File: src/design/assert_macros.svh
// Assertion macros used by the top level of the check-in watchdog.
`ifndef ASSERT_MACROS_SVH
`define ASSERT_MACROS_SVH

`ifndef SYNTHESIS

// Consequent must hold in the same cycle as the antecedent.
`define ASSERT_IMPLIES(label, clk, rst, ante, cons) \
  label: assert property (@(posedge clk) disable iff (rst) (ante) |-> (cons)) \
    else $error("assertion failed: same-cycle implication");

// Consequent must hold in the cycle after the antecedent.
`define ASSERT_NEXT(label, clk, rst, ante, cons) \
  label: assert property (@(posedge clk) disable iff (rst) (ante) |=> (cons)) \
    else $error("assertion failed: next-cycle implication");

`else

`define ASSERT_IMPLIES(label, clk, rst, ante, cons)
`define ASSERT_NEXT(label, clk, rst, ante, cons)

`endif

`endif

File: src/design/tcw_pkg.sv
// Types and constants shared by the check-in watchdog modules.
`timescale 1ns / 1ps

package tcw_pkg;

  localparam int FLAG_W      = 16;
  localparam int TIMEOUT_W   = 16;
  localparam int COUNT_W     = 12;
  localparam int CFG_IDX_W   = 1;
  localparam int CFG_DATA_W  = 16;

  // Command codes carried in the cmd field.
  localparam logic [1:0] CMD_CLAIM   = 2'd0;
  localparam logic [1:0] CMD_CHECKIN = 2'd1;
  localparam logic [1:0] CMD_TICK    = 2'd2;

  // Configuration register indexes.
  localparam logic [CFG_IDX_W-1:0] REG_TIMEOUT = 1'b0;
  localparam logic [CFG_IDX_W-1:0] REG_ENABLE  = 1'b1;

  // Register values after reset.
  localparam logic [TIMEOUT_W-1:0] TIMEOUT_RESET = 16'd100;
  localparam logic                 ENABLE_RESET  = 1'b1;

  typedef struct packed {
    logic [1:0]        cmd;
    logic [FLAG_W-1:0] flag_mask;
  } item_t;

  typedef struct packed {
    logic               accepted;
    logic [FLAG_W-1:0]  active_flags;
    logic [FLAG_W-1:0]  claimed_flags;
    logic               expired;
    logic [FLAG_W-1:0]  snapshot_flags;
    logic [COUNT_W-1:0] count_value;
  } result_t;

endpackage

File: src/design/tcw_stream_if.sv
// Valid/ready stream interface carrying one item per handshake.
`timescale 1ns / 1ps

interface tcw_stream_if #(
  parameter type payload_t = logic
);
  logic     valid;
  logic     ready;
  payload_t data;

  modport source (output valid, output data, input ready);
  modport sink   (input valid, input data, output ready);
endinterface

File: src/design/task_checkin_watchdog.sv
// Top level of the check-in watchdog: configuration, input register and result register.
`timescale 1ns / 1ps
`include "assert_macros.svh"

// A watchdog that is fed only when every registered task has checked in.
// Each item on req is one command: claim flag bits (accepted only when none
// of them is already claimed), check in a task's bits, or one watchdog tick.
// When the checked-in set equals the claimed set the down-counter is reloaded
// if enabled, and the set restarts as the bits of the task that completed it.
// Ticks pass through a divide-by-PRESCALE prescaler; when the counter runs
// out the tick reports expired, saves the checked-in set as a snapshot,
// clears it and reloads. The reload value is timeout_setting * 60 / 16,
// saturated to RELOAD_MAX and kept to 12 bits. Every item gives exactly one
// item on rsp. The block takes one item per clock while rsp is not stalled:
// an item is captured in an input register, then the state update and result
// are formed in one short pass and written to the result register.
// Backpressure on rsp holds the result register and then the input register;
// req.ready drops only when both are full and the result is not being taken.
// Configuration registers are written through cfg_we/cfg_index/cfg_wdata; the
// user must write them only while no item is in flight, as the block does not
// enforce it; a new timeout takes effect at the next reload.
module task_checkin_watchdog #(
  parameter int FLAG_BITS  = 16,
  parameter int PRESCALE   = 16,
  parameter int RELOAD_MAX = 4095
) (
  input  logic                           clk,
  input  logic                           rst,
  tcw_stream_if.sink                     req,
  tcw_stream_if.source                   rsp,
  input  logic                           cfg_we,
  input  logic [tcw_pkg::CFG_IDX_W-1:0]  cfg_index,
  input  logic [tcw_pkg::CFG_DATA_W-1:0] cfg_wdata
);
  import tcw_pkg::*;

  // Configuration registers.
  logic [TIMEOUT_W-1:0] timeout_setting;
  logic                 watchdog_enable;

  // Input register stage.
  logic    s1_valid;
  item_t   s1_item;

  logic    advance;
  logic    [COUNT_W-1:0] reload;
  result_t res;

  // The input stage moves on whenever the result register is empty or its
  // item is being taken in this cycle.
  assign advance   = s1_valid && (!rsp.valid || rsp.ready);
  assign req.ready = !s1_valid || advance;

  always_ff @(posedge clk) begin
    if (rst) begin
      timeout_setting <= TIMEOUT_RESET;
      watchdog_enable <= ENABLE_RESET;
    end else if (cfg_we) begin
      case (cfg_index)
        REG_TIMEOUT: timeout_setting <= cfg_wdata[TIMEOUT_W-1:0];
        REG_ENABLE:  watchdog_enable <= cfg_wdata[0];
        default: begin
        end
      endcase
    end
  end

  always_ff @(posedge clk) begin
    if (rst) begin
      s1_valid <= 1'b0;
    end else if (req.valid && req.ready) begin
      s1_valid <= 1'b1;
    end else if (advance) begin
      s1_valid <= 1'b0;
    end
  end

  always_ff @(posedge clk) begin
    if (req.valid && req.ready) begin
      s1_item <= req.data;
    end
  end

  tcw_reload #(
    .RELOAD_MAX (RELOAD_MAX)
  ) u_reload (
    .timeout (timeout_setting),
    .reload  (reload)
  );

  // The core commits its state on the same edge that loads the result
  // register, so the result always reflects the state after the item.
  tcw_core #(
    .FLAG_BITS  (FLAG_BITS),
    .PRESCALE   (PRESCALE),
    .RELOAD_MAX (RELOAD_MAX)
  ) u_core (
    .clk    (clk),
    .rst    (rst),
    .step   (advance),
    .item   (s1_item),
    .enable (watchdog_enable),
    .reload (reload),
    .res    (res)
  );

  always_ff @(posedge clk) begin
    if (rst) begin
      rsp.valid <= 1'b0;
    end else if (advance) begin
      rsp.valid <= 1'b1;
    end else if (rsp.ready) begin
      rsp.valid <= 1'b0;
    end
  end

  always_ff @(posedge clk) begin
    if (advance) begin
      rsp.data <= res;
    end
  end

  // An expiry clears the checked-in set.
  `ASSERT_IMPLIES(a_expiry_clears_active, clk, rst, rsp.valid && rsp.data.expired, rsp.data.active_flags == '0)
  // Only ticks expire, and ticks are never reported as accepted.
  `ASSERT_IMPLIES(a_expiry_not_accepted, clk, rst, rsp.valid && rsp.data.expired, !rsp.data.accepted)
  // A held input item stays put until the result register frees up.
  `ASSERT_NEXT(a_input_held, clk, rst, s1_valid && !advance, s1_valid && $stable(s1_item))

endmodule

File: src/design/tcw_reload.sv
// Reload value: timeout scaled by 60/16, saturated and cut to the counter width.
`timescale 1ns / 1ps

module tcw_reload #(
  parameter int RELOAD_MAX = 4095
) (
  input  logic [tcw_pkg::TIMEOUT_W-1:0] timeout,
  output logic [tcw_pkg::COUNT_W-1:0]   reload
);
  import tcw_pkg::*;

  localparam int ProdW   = TIMEOUT_W + 4;
  localparam int ScaledW = ProdW - 2;

  logic [ProdW-1:0]   prod;
  logic [ScaledW-1:0] scaled;
  logic [ScaledW-1:0] clamped;

  // 60/16 reduces to 15/4: multiply by 15 as a shift and subtract, then drop two bits.
  assign prod    = {timeout, 4'b0000} - {4'b0000, timeout};
  assign scaled  = prod[ProdW-1:2];
  assign clamped = (scaled > ScaledW'(RELOAD_MAX)) ? ScaledW'(RELOAD_MAX) : scaled;
  assign reload  = clamped[COUNT_W-1:0];

endmodule

File: src/design/tcw_core.sv
// Watchdog state registers and the next-state logic for one item.
`timescale 1ns / 1ps

module tcw_core #(
  parameter int FLAG_BITS  = 16,
  parameter int PRESCALE   = 16,
  parameter int RELOAD_MAX = 4095
) (
  input  logic                        clk,
  input  logic                        rst,
  input  logic                        step,
  input  tcw_pkg::item_t              item,
  input  logic                        enable,
  input  logic [tcw_pkg::COUNT_W-1:0] reload,
  output tcw_pkg::result_t            res
);
  import tcw_pkg::*;

  localparam int EffBits     = (FLAG_BITS < FLAG_W) ? FLAG_BITS : FLAG_W;
  localparam int PsW         = (PRESCALE > 1) ? $clog2(PRESCALE) : 1;
  localparam int ResetScaled = int'(TIMEOUT_RESET) * 60 / 16;
  localparam logic [COUNT_W-1:0] ResetCount =
    COUNT_W'((ResetScaled > RELOAD_MAX) ? RELOAD_MAX : ResetScaled);

  logic [EffBits-1:0] claimed, claimed_next;
  logic [EffBits-1:0] active, active_next;
  logic [EffBits-1:0] snapshot, snapshot_next;
  logic [COUNT_W-1:0] count, count_next;
  logic [PsW-1:0]     prescale, prescale_next;

  logic [EffBits-1:0] mask;
  logic [EffBits-1:0] merged;
  logic [PsW:0]       ps_inc;
  logic               ps_wrap;
  logic               accepted;
  logic               expired;

  assign mask    = item.flag_mask[EffBits-1:0];
  assign merged  = active | mask;
  assign ps_inc  = {1'b0, prescale} + (PsW+1)'(1);
  assign ps_wrap = ps_inc >= (PsW+1)'(PRESCALE);

  always_comb begin
    claimed_next  = claimed;
    active_next   = active;
    snapshot_next = snapshot;
    count_next    = count;
    prescale_next = prescale;
    accepted      = 1'b0;
    expired       = 1'b0;
    case (item.cmd)
      CMD_CLAIM: begin
        if ((claimed & mask) == '0) begin
          claimed_next = claimed | mask;
          accepted     = 1'b1;
        end
      end
      CMD_CHECKIN: begin
        // A check-in that completes the claimed set kicks the counter if enabled and
        // starts a new round holding only this task's bits.
        if (merged == claimed) begin
          if (enable) begin
            count_next = reload;
          end
          active_next = mask;
          accepted    = 1'b1;
        end else begin
          active_next = merged;
        end
      end
      CMD_TICK: begin
        if (enable) begin
          if (ps_wrap) begin
            prescale_next = '0;
            if (count <= COUNT_W'(1)) begin
              expired       = 1'b1;
              snapshot_next = active;
              active_next   = '0;
              count_next    = reload;
            end else begin
              count_next = count - COUNT_W'(1);
            end
          end else begin
            prescale_next = ps_inc[PsW-1:0];
          end
        end
      end
      default: begin
      end
    endcase
  end

  always_ff @(posedge clk) begin
    if (rst) begin
      claimed  <= '0;
      active   <= '0;
      snapshot <= '0;
      count    <= ResetCount;
      prescale <= '0;
    end else if (step) begin
      claimed  <= claimed_next;
      active   <= active_next;
      snapshot <= snapshot_next;
      count    <= count_next;
      prescale <= prescale_next;
    end
  end

  always_comb begin
    res.accepted       = accepted;
    res.active_flags   = FLAG_W'(active_next);
    res.claimed_flags  = FLAG_W'(claimed_next);
    res.expired        = expired;
    res.snapshot_flags = FLAG_W'(snapshot_next);
    res.count_value    = count_next;
  end

endmodule

File: src/flat_wrapper.sv
// flat-port wrapper written by rule: the top's interface ports become plain ports
module task_checkin_watchdog_flat import tcw_pkg::*;
#(
  parameter int FLAG_BITS  = 16,
  parameter int PRESCALE   = 16,
  parameter int RELOAD_MAX = 4095
)
  (clk, rst, cfg_we, cfg_index, cfg_wdata, req_valid, req_data, req_ready, rsp_valid, rsp_data, rsp_ready);
  tcw_stream_if #(.payload_t(item_t)) req_i ();
  tcw_stream_if #(.payload_t(result_t)) rsp_i ();
  input  logic clk;
  input  logic rst;
  input  logic cfg_we;
  input  logic [tcw_pkg::CFG_IDX_W-1:0] cfg_index;
  input  logic [tcw_pkg::CFG_DATA_W-1:0] cfg_wdata;
  input wire logic [$bits(req_i.valid)-1:0] req_valid;
  input wire logic [$bits(req_i.data)-1:0] req_data;
  output wire logic [$bits(req_i.ready)-1:0] req_ready;
  output wire logic [$bits(rsp_i.valid)-1:0] rsp_valid;
  output wire logic [$bits(rsp_i.data)-1:0] rsp_data;
  input wire logic [$bits(rsp_i.ready)-1:0] rsp_ready;
  assign req_i.valid = req_valid;
  assign req_i.data = req_data;
  assign req_ready = req_i.ready;
  assign rsp_valid = rsp_i.valid;
  assign rsp_data = rsp_i.data;
  assign rsp_i.ready = rsp_ready;
  task_checkin_watchdog #(.FLAG_BITS(FLAG_BITS), .PRESCALE(PRESCALE), .RELOAD_MAX(RELOAD_MAX)) u_core (.clk(clk), .rst(rst), .req(req_i), .rsp(rsp_i), .cfg_we(cfg_we), .cfg_index(cfg_index), .cfg_wdata(cfg_wdata));
endmodule
File: config.mk
export PLATFORM = sky130hd
export DESIGN_NAME = task_checkin_watchdog_flat
export DESIGN_NICKNAME = d
export VERILOG_FILES = /design/src/design/tcw_pkg.sv /design/src/design/tcw_stream_if.sv /design/src/design/task_checkin_watchdog.sv /design/src/design/tcw_reload.sv /design/src/design/tcw_core.sv /design/src/flat_wrapper.sv
export VERILOG_INCLUDE_DIRS = /design/src /design/src/design
export SDC_FILE = /design/constraint.sdc
export NUM_CORES = 1
export LEC_CHECK = 0
export ABC_CLOCK_PERIOD_IN_PS = 9250
export BUFFER_PORTS_ARGS = -buffer_cell sky130_fd_sc_hd__buf_2
export CAP_MARGIN = 20
export CORE_ASPECT_RATIO = 2
export CORE_MARGIN = 2
export CORE_UTILIZATION = 40
export CTS_CLUSTER_DIAMETER = 100
export CTS_CLUSTER_SIZE = 28
export DETAILED_ROUTE_END_ITERATION = 16
export HOLD_SLACK_MARGIN = 0.06
export PLACE_DENSITY = 0.59
export SYNTH_ARGS = -nofsm -noshare
export SYNTH_HDL_FRONTEND = slang
export SYNTH_SLANG_ARGS = --single-unit
File: constraint.sdc
create_clock -name clk -period 9.25 [get_ports clk]
set_input_delay 1.85 -clock clk [delete_from_list [all_inputs] [get_ports clk]]
set_output_delay 1.85 -clock clk [all_outputs]
set_load 0.01 [all_outputs]
==> flow_summary.toml, run 1 <==
[outcome]
status = "completed"

[synthesis]
synth.ff_latch_count = 163
synth.distinct_cells = 80
synthTopCellsByCount = "86 x nand2_1, 83 x dfxtp_1, 80 x edfxtp_1"
syn_area_sq_um = 8014
synth_ff_type = "dfxtp_1"
syn_inst = 816
synth_seq_area_share_pct = 50.71
postSynth.asyncResetShare_pct = 0
synth_nets = 874
synth_warnings = 0
synth_edf_count = 80
yosysTopAreaCellShare_pct = 29.98
avgSynthCellArea_sq_um = 9.821
yosysMostFrequentCell = "nand2_1"
synth_top_area_cell = "edfxtp_1"
synth_area_leaders = "edfxtp_1 30%, dfxtp_1 21%, a21oi_1 4.9%"

[sta]
timing.final.crit_share_pct = 48.09
skew_ns = 0.009693
setup_slack_ns = 4.802
fin_crit_ns = 4.448
worst_pin_slew_ns = 1.029
slew_violations = 0
fmax_ghz = 0.2248
rsz0062_at_grt = "no"
setup_viol = 0
relSlewSlack_pct = 31.31
hold_viol_final = 0
fin_setup_tns_ns = 0

[die]
placementRows = 73
start_util_pct = 40.62
die_w_um = 104.1
dieHeight_um = 204.2
io_pins = 104
core_sq_um = 19730
die_area_sq_um = 21250

[cells_and_area]
drive_above_1_share_pct = 19.01
antenna-diode-count = 0
fin_nets = 955
final.fill_count = 1924
area_delta_synth_final_pct = 17.02
fin_area_sq_um = 9378
fin_cells = 1172

[clocking]
cts_buffer_depth = 2
cts_tree = "done"
cts_setup_buffers = 0
cts_resized = 0
root_buffer = "clkbuf_16"
cts_max_level = 4
cts_buffers = 17
clkSinkCount = 163
path_clk_slew_ns = 0.06
cts.hold.buffers_added = 0
clock_latency_ns = 0.44

[place]
dpl_cell_area_sq_um = 8711
place_inst = 1140
dpl.hpwl_mm = 15.22
gp_congestion = 0.9388
post-place-ws_ns = 4.379
port_buffers = 103

[global_routing]
track_usage_pct = 20.67
grt_overflow = 0
grt_pass1_vias = 6415
grt_max_degree = 85
grt_pass1_wl_mm = 33.87
antenna_found_initial = 0

[power_and_ir_drop]
vdd_drop_max_mv = 0.1504
power_mw = 1.853
power_density_nw_per_um2 = 197.6
leakagePower_nw = 3.529

[routing]
remaining_drc_errors = 0
wire_per_inst_um = 18.31
ant_nets = 0
viasPerCell = 5.596
wl_mm = 21.46
first_pass_iters = 5
drt_iter0_markers = 363
vias = 6559

[job]
maxCapViolCount = 0

[setup_path]
start_kind = "input port"
crit_required_ns = 9.58
critPathMaxFanout = 80
arrival_ns = 4.78
critPathKind = "input port to register"
crit_path_end_kind = "register"

[hold_path]
hp-class = "register to register"
## critical path: stages
cell	delay [ns]
buf_2	0.08
nor2b_1	0.06
nand2b_1	0.15
buf_4	0.26
inv_4	0.42
buf_4	0.79
nand3_1	0.45
a221oi_2	0.39
a21bo_1	0.23
## layer usage
layer  vias to the layer above  GRT usage (%)  share of wire, %  routed length, um
li1                       3212              -                 -                  -
met1                      3128          19.66                35               7545
met2                       177          41.12                57              12330
met3                        42          4.337               3.2                688
met4                         0          9.990               4.2                901
met5                         -              0                 0                  0
## power by group
group	internal, mW	switching [mW]	total [mW]
registers	0.794	0.0330	0.827
clock network	0.506	0.287	0.794
logic	0.0864	0.146	0.232
## placed cells by master, fill, tap and decap left out, drive strengths merged, types with 4 or more instances in the layout
master | Yosys | final
or4 | 5 | 5
dfxtp | 83 | 83
o31ai | 7 | 7
nand4 | 12 | 12
a21o | 6 | 6
xnor2 | 21 | 21
o21ai | 22 | 22
o22ai | 8 | 8
clkbuf | 37 | 19
bufinv | 0 | 6
nor3 | 46 | 46
o41ai | 5 | 5
and2 | 4 | 4
nor4 | 11 | 11
a221o | 6 | 6
ha | 18 | 18
a22oi | 5 | 5
nand3 | 14 | 14
mux2 | 18 | 18
inv | 42 | 42
clkinv | 0 | 4
a221oi | 19 | 19
a22o | 21 | 21
or3 | 8 | 8
xor2 | 4 | 4
a21oi | 79 | 79
edfxtp | 80 | 80
o21a | 14 | 14
buf | 12 | 111
nand2 | 86 | 86
nor2 | 66 | 66
## final cells by class
class / instances / area (sq um) / area share [%]
clock buffers: 19 / 432.9 / 4.616
clock inverters: 13 / 234.0 / 2.495
inverters: 42 / 160.2 / 1.708
multi-input cells: 562 / 3583 / 38.21
flip-flops and latches: 163 / 4064 / 43.34
well taps: 262 / 327.8 / 3.496
repair buffers: 111 / 575.6 / 6.137
## per-stage QoR
stage | utilization [%] | hold WS [ns]
finish | 47.53 | 0.4553
global route | 47.53 | 0.4672
floorplan | - | 0.4338
global placement | 44.15 | 0.4387
CTS | 47.53 | 0.4556
detailed placement | 44.15 | 0.4467
## sequential cells by signal (all words and copies together) (netlist names)
name,flops
u_core.rsp.data,62
u_core.rsp.valid,1
u_core.s1_item,18
u_core.s1_valid,1
u_core.timeout_setting,16
u_core.u_core.active,16
u_core.u_core.claimed,16
u_core.u_core.count,12
u_core.u_core.prescale,4
u_core.u_core.snapshot,16
u_core.watchdog_enable,1
## worst paths after layout
kind	depth (start not counted)	startpoint	end	slack, ns
worst max-delay path	9	rsp_ready	u_core.u_core.count[2]$_SDFFE_PP1P_	4.80
worst min-delay path	2	u_core.u_core.snapshot[9]$_SDFFE_PP0P_	u_core.u_core.snapshot[9]$_SDFFE_PP0P_	0.46
worst max register to register	10	u_core.timeout_setting[12]$_SDFFE_PP0P_	u_core.rsp.data[11]$_DFFE_PP_	5.56
worst min register to register	2	u_core.u_core.snapshot[9]$_SDFFE_PP0P_	u_core.u_core.snapshot[9]$_SDFFE_PP0P_	0.46
## kinds of logic (layout without fill, tap and decap cells)
group | count (synthesis) | after routing | share of synthesized area [%]
AOI/OAI and AO/OA | 228 | 228 | 20.06
xor gates and xnor gates | 25 | 25 | 2.732
adders and majority gates | 18 | 18 | 2.810
buffers and inverters | 91 | 185 | 4.575
DFF | 163 | 163 | 50.71
muxes | 20 | 20 | 2.779
and+or+nand+nor | 271 | 271 | 16.33
No activity file was read; power rests on OpenSTA's default activity.
==> run 2: changes to the inputs <==
--- a/config.mk
+++ b/config.mk
@@ -6,7 +6,7 @@
 export SDC_FILE = /design/constraint.sdc
 export NUM_CORES = 1
 export LEC_CHECK = 0
-export ABC_CLOCK_PERIOD_IN_PS = 9250
+export ABC_CLOCK_PERIOD_IN_PS = 3700
 export BUFFER_PORTS_ARGS = -buffer_cell sky130_fd_sc_hd__buf_2
 export CAP_MARGIN = 20
 export CORE_ASPECT_RATIO = 2
@@ -16,7 +16,7 @@
 export CTS_CLUSTER_SIZE = 28
 export DETAILED_ROUTE_END_ITERATION = 16
 export HOLD_SLACK_MARGIN = 0.06
-export PLACE_DENSITY = 0.59
+export PLACE_DENSITY = 0.61
 export SYNTH_ARGS = -nofsm -noshare
 export SYNTH_HDL_FRONTEND = slang
 export SYNTH_SLANG_ARGS = --single-unit
==> constraint.sdc (replaced) <==
create_clock -name clk -period 3.7 [get_ports clk]
set_input_delay 0.74 -clock clk [delete_from_list [all_inputs] [get_ports clk]]
set_output_delay 0.74 -clock clk [all_outputs]
set_load 0.01 [all_outputs]
==> run 2 against run 1 <==
Sequential cell count unchanged. Largest cell class unchanged. Largest power group is now the clock network. Clock-buffer cell count did not move. Worst hold slack worse by 0.0048 ns. Core utilization is 0.79 points higher.
==> flow_summary.toml, run 2 (same netlist as run 1, synthesis figures left out) <==
[setup_path]
worst_path_max_delay_cell = "a2111oi_4"
crit_buf_inv = 2
ff2ff_path_depth = 11
critPathTopFamily = "compound AO/OA/AOI/OAI gates"
regToRegStartpoint = "u_core.timeout_setting[11]$_SDFFE_PP0P_"
r2r_setup_slack_ns = 0.28
crit_required_ns = 3.89
arrival_ns = 3.61
cp_slowest_stage_delay_ns = 0.42
worstPathCellList = "inv_1 -> ha_1 -> a21oi_1 -> o211ai_1 -> a31o_1 -> a2111oi_4 -> nand4_4 -> buf_4 -> o41ai_1 -> o22ai_1 -> a22o_1"
start_kind = "register"
critPathMaxFanout = 12
critPathKind = "register to register"
reg2reg_to = "u_core.rsp.data[4]$_DFFE_PP_"
crit_path_end_kind = "register"

[sta]
hold_viol_final = 0
fmax_ghz = 0.2928
fin_crit_ns = 3.416
timing.final.crit_share_pct = 92.32
worst_pin_slew_ns = 0.9438
slew_violations = 0
skew_ns = 0.01137
fin_setup_tns_ns = 0
rsz0062_at_grt = "no"
holdWs_ns = 0.4505
relSlewSlack_pct = 37.08
setup_viol = 0

[cells_and_area]
layout_commonest_cell = "buf_2"
fin_cells = 1185
antenna-diode-count = 0
largest-register = "u_core.rsp.data"
fin_area_sq_um = 9533
largest_reg_flops = 62
fin_nets = 968
final_cell_mix = "103 x buf_2, 86 x nand2_1, 83 x dfxtp_1"
area_delta_synth_final_pct = 18.95
drive_above_1_share_pct = 20.15
top_regs = "u_core.rsp.data x62, u_core.s1_item x18"

[clocking]
root_buffer = "clkbuf_16"
clkSinkCount = 163
cts_buffer_depth = 2
cts_max_level = 4
cts_tree = "done"
path_clk_slew_ns = 0.07
clock_latency_ns = 0.44
cts.hold.buffers_added = 0
cts_resized = 0
cts_setup_buffers = 0
cts_buffers = 17

[global_routing]
grt_overflow = 0
grt_pass1_vias = 6418
track_usage_pct = 21.41
antenna_found_initial = 0
grt_pass1_wl_mm = 34.60
grt_max_degree = 85

[routing]
first_pass_iters = 7
drt_iter0_markers = 490
viasPerCell = 5.601
ant_nets = 0
vias = 6637
wire_per_inst_um = 18.70
remaining_drc_errors = 0
wl_mm = 22.16

[place]
dpl_cell_area_sq_um = 8821
gp_congestion = 0.8956
place_inst = 1153
port_buffers = 103
dpl.hpwl_mm = 16.09

[job]
maxCapViolCount = 0

[power_and_ir_drop]
vdd_drop_max_mv = 0.3041
leakagePower_nw = 3.626
power_density_nw_per_um2 = 504.1

[die]
io_pins = 104
placementRows = 73
dieHeight_um = 204.2
start_util_pct = 40.62
die_w_um = 104.1
die_area_sq_um = 21250
core_sq_um = 19730

[hold_path]
hp-class = "register to register"
min-delay-start = "u_core.u_core.snapshot[4]$_SDFFE_PP0P_"
hold_end = "u_core.u_core.snapshot[4]$_SDFFE_PP0P_"
hold_path_depth = 2

[outcome]
status = "completed"
run 2: cell types whose count changed in the layout (fill, tap and decap cells not counted):
cell / previous run / this run
buf_4: 8 / 20
bufinv_16: 6 / 8
inv_6: 0 / 2
clkinv_4: 3 / 1
clkinvlp_4: 3 / 1
buf_12: 0 / 1
run 2: stage by stage:
stage	setup slack (ns)	utilization, %	power [mW]
CTS	0.3198	48.32	4.840
detailed placement	0.3257	44.71	2.707
global placement	0.3627	44.71	2.704
finish	0.2842	48.32	4.806
global route	0.1281	48.32	4.971
floorplan	0.4990	-	2.490
run 2: cell type report:
type / count / area [sq um]
clock buffer: 19 / 432.9
multi-input combinational: 562 / 3583
inverter: 42 / 160.2
fill: 1939 / 10200
sequential: 163 / 4064
clock inverter: 13 / 279.0
timing repair buffer: 124 / 685.7
tap: 262 / 327.8
run 2: worst max path at each step:
| stage | slack, ns | start | cells past startpoint | to |
|---|---|---|---|---|
| after global placement | 0.36 | u_core.timeout_setting[7]$_SDFFE_PP0P_ | 11 | u_core.rsp.data[4]$_DFFE_PP_ |
| final | 0.28 | u_core.timeout_setting[11]$_SDFFE_PP0P_ | 11 | u_core.rsp.data[4]$_DFFE_PP_ |
| after floorplan | 0.50 | u_core.timeout_setting[12]$_SDFFE_PP0P_ | 11 | u_core.rsp.data[11]$_DFFE_PP_ |
| after global routing | 0.13 | u_core.timeout_setting[2]$_SDFFE_PP1P_ | 10 | u_core.u_core.count[4]$_SDFFE_PP1P_ |
| after detailed placement | 0.33 | u_core.timeout_setting[7]$_SDFFE_PP0P_ | 10 | u_core.rsp.data[11]$_DFFE_PP_ |
| after CTS | 0.32 | u_core.timeout_setting[12]$_SDFFE_PP0P_ | 11 | u_core.u_core.count[6]$_SDFFE_PP1P_ |
run 2: tightest hold or removal path, delay by kind of cell (launching register included):
| kind | cells | cell delay (ns) |
|---|---|---|
| AO/OA/AOI/OAI | 1 | 0.05 |
| flip-flops | 1 | 0.30 |
| AND/OR/NAND/NOR | 1 | 0.05 |
run 2: where the power goes:
group          internal [mW]  switching (mW)  total, mW
Combinational          0.227           0.377      0.604
Sequential              1.99          0.0822       2.07
Clock                   1.40           0.730       2.13
Total                   3.62            1.19       4.81
run 2: per-layer routing:
metal	vias up	global-route usage [%]	share of wire [%]	routed length, um
met1	3153	19.79	34	7502
met5	-	0	0	0
met4	0	12.74	5.0	1107
met2	213	42.60	58	12790
met3	53	3.763	3.4	763
li1	3218	-	-	-
==> run 3: changes to the inputs <==
--- a/config.mk
+++ b/config.mk
@@ -7,7 +7,7 @@
 export NUM_CORES = 1
 export LEC_CHECK = 0
 export ABC_CLOCK_PERIOD_IN_PS = 3700
-export BUFFER_PORTS_ARGS = -buffer_cell sky130_fd_sc_hd__buf_2
+export BUFFER_PORTS_ARGS = -buffer_cell sky130_fd_sc_hd__clkbuf_2
 export CAP_MARGIN = 20
 export CORE_ASPECT_RATIO = 2
 export CORE_MARGIN = 2
==> run 3 against run 2 <==
First-iteration DRC count is 6.7% lower. Combinational power about the same. Non-clock buffer count rose by 2. Final area is 0.75% lower. Critical endpoint unchanged.
==> flow_summary.toml, run 3 (same netlist as run 1, synthesis figures left out) <==
[die]
die_w_um = 104.1
dieHeight_um = 204.2
start_util_pct = 40.62
die_area_sq_um = 21250
core_sq_um = 19730
io_pins = 104
placementRows = 73

[hold_path]
hp-class = "register to register"
hold_end = "u_core.u_core.snapshot[11]$_SDFFE_PP0P_"
hold_path_depth = 2
min-delay-start = "u_core.u_core.snapshot[11]$_SDFFE_PP0P_"

[place]
gp_congestion = 0.9108
dpl.hpwl_mm = 16.12
port_buffers = 103
post-place-ws_ns = 0.2878

[setup_path]
regToRegStartpoint = "u_core.timeout_setting[9]$_SDFFE_PP0P_"
r2r_setup_slack_ns = 0.27
ff2ff_path_depth = 11
crit_path_end_kind = "register"
critPathKind = "register to register"
arrival_ns = 3.61
start_kind = "register"
critPathMaxFanout = 12
reg2reg_to = "u_core.rsp.data[4]$_DFFE_PP_"
crit_required_ns = 3.88

[clocking]
clkSinkCount = 163
cts_buffers = 17
clock_latency_ns = 0.43
cts_max_level = 4
cts_tree = "done"
cts_setup_buffers = 0
cts_buffer_depth = 2
root_buffer = "clkbuf_16"
cts_resized = 0
cts.hold.buffers_added = 0
path_clk_slew_ns = 0.06

[sta]
worst_pin_slew_ns = 0.9537
relSlewSlack_pct = 36.42
skew_ns = 0.01172
slew_violations = 0
setup_viol = 0
rsz0062_at_grt = "no"
setup_slack_ns = 0.2747
fin_crit_ns = 3.425
timing.final.crit_share_pct = 92.58
hold_viol_final = 0
fin_setup_tns_ns = 0
fmax_ghz = 0.2919

[power_and_ir_drop]
leakagePower_nw = 3.616
power_density_nw_per_um2 = 480.3
vdd_drop_max_mv = 0.2655

[routing]
wire_per_inst_um = 18.53
first_pass_iters = 8
vias = 6632
wl_mm = 21.99
remaining_drc_errors = 0
ant_nets = 0
viasPerCell = 5.587
drt_iter0_markers = 457

[cells_and_area]
drive_above_1_share_pct = 20.22
area_delta_synth_final_pct = 18.06
layout_commonest_cell = "clkbuf_2"
fin_nets = 970
antenna-diode-count = 0
top_regs = "u_core.rsp.data x62, u_core.s1_item x18"
largest-register = "u_core.rsp.data"
final_cell_mix = "103 x clkbuf_2, 86 x nand2_1, 83 x dfxtp_1"
finish.utilization_pct = 47.96
largest_reg_flops = 62

[global_routing]
grt_overflow = 0
antenna_found_initial = 0
track_usage_pct = 20.95
grt_pass1_vias = 6448
grt_max_degree = 45
grt_pass1_wl_mm = 34.15

[outcome]
status = "completed"

[job]
maxCapViolCount = 0
## run 3: changes by cell type in the layout (fill, tap and decap cells not counted), sizes merged
cell      previous run  this run
clkinvlp             1         2
bufinv               8         4
clkbuf              19       122
buf                124        23
inv                 44        43
clkinv               2         6
## run 3: report_power, final
group | switching (mW) | internal (mW) | total [mW] | leakage, nW
clock | 0.726 | 1.15 | 1.87 | 0.299
sequential | 0.0834 | 1.99 | 2.07 | 1.43
combinational | 0.376 | 0.228 | 0.604 | 1.89
## run 3: how the worst max path moves through the flow
stage                                       startpoint                             to  cells after the start  slack [ns]
2_1_floorplan  u_core.timeout_setting[12]$_SDFFE_PP0P_  u_core.rsp.data[11]$_DFFE_PP_                     11        0.50
3_3_place_gp    u_core.timeout_setting[7]$_SDFFE_PP0P_   u_core.rsp.data[4]$_DFFE_PP_                     11        0.35
3_5_place_dp    u_core.timeout_setting[7]$_SDFFE_PP0P_   u_core.rsp.data[4]$_DFFE_PP_                     11        0.29
4_1_cts         u_core.timeout_setting[7]$_SDFFE_PP0P_   u_core.rsp.data[4]$_DFFE_PP_                     11        0.26
5_1_grt         u_core.timeout_setting[7]$_SDFFE_PP0P_   u_core.rsp.data[4]$_DFFE_PP_                     11        0.07
6_report        u_core.timeout_setting[9]$_SDFFE_PP0P_   u_core.rsp.data[4]$_DFFE_PP_                     11        0.27
## run 3: area by class of cell
cell class	instances	area [sq um]
fill	1932	10270
clock inverter	13	182.7
sequential	163	4064
tap	262	327.8
timing repair buffer	126	700.7
inverter	42	160.2
clock buffer	19	442.9
multi-input combinational	562	3583
## run 3: routing by layer
layer  global-route usage, %  vias up  share of wire [%]
met4                   13.13        0                5.1
met5                       0        -                  0
met2                   41.14      218                 57
li1                        -     3230                  -
met1                   19.90     3132                 34
met3                   3.157       52                3.8
## run 3: per-stage QoR
step | hold WS (ns) | power (mW) | std cells | area, sq um
after global routing | 0.4707 | 4.709 | 1187 | 9462
after floorplan | 0.4338 | 2.490 | 816 | 8015
after CTS | 0.4538 | 4.574 | 1187 | 9462
after detailed placement | 0.4450 | 2.711 | 1155 | 8836
final | 0.4523 | 4.545 | 1187 | 9462
after global placement | 0.4386 | 2.705 | 1155 | 8836
## run 3: critical path, stage by stage, from the launching register on
cell and delay (ns):
dfxtp_1 0.36, inv_1 0.05, ha_1 0.39, o211ai_1 0.11, or3_1 0.44, nor3b_1 0.30, mux2i_1 0.31, nand4_4 0.26
buf_4 0.25, o41ai_1 0.35, o22ai_1 0.17, a22o_1 0.19
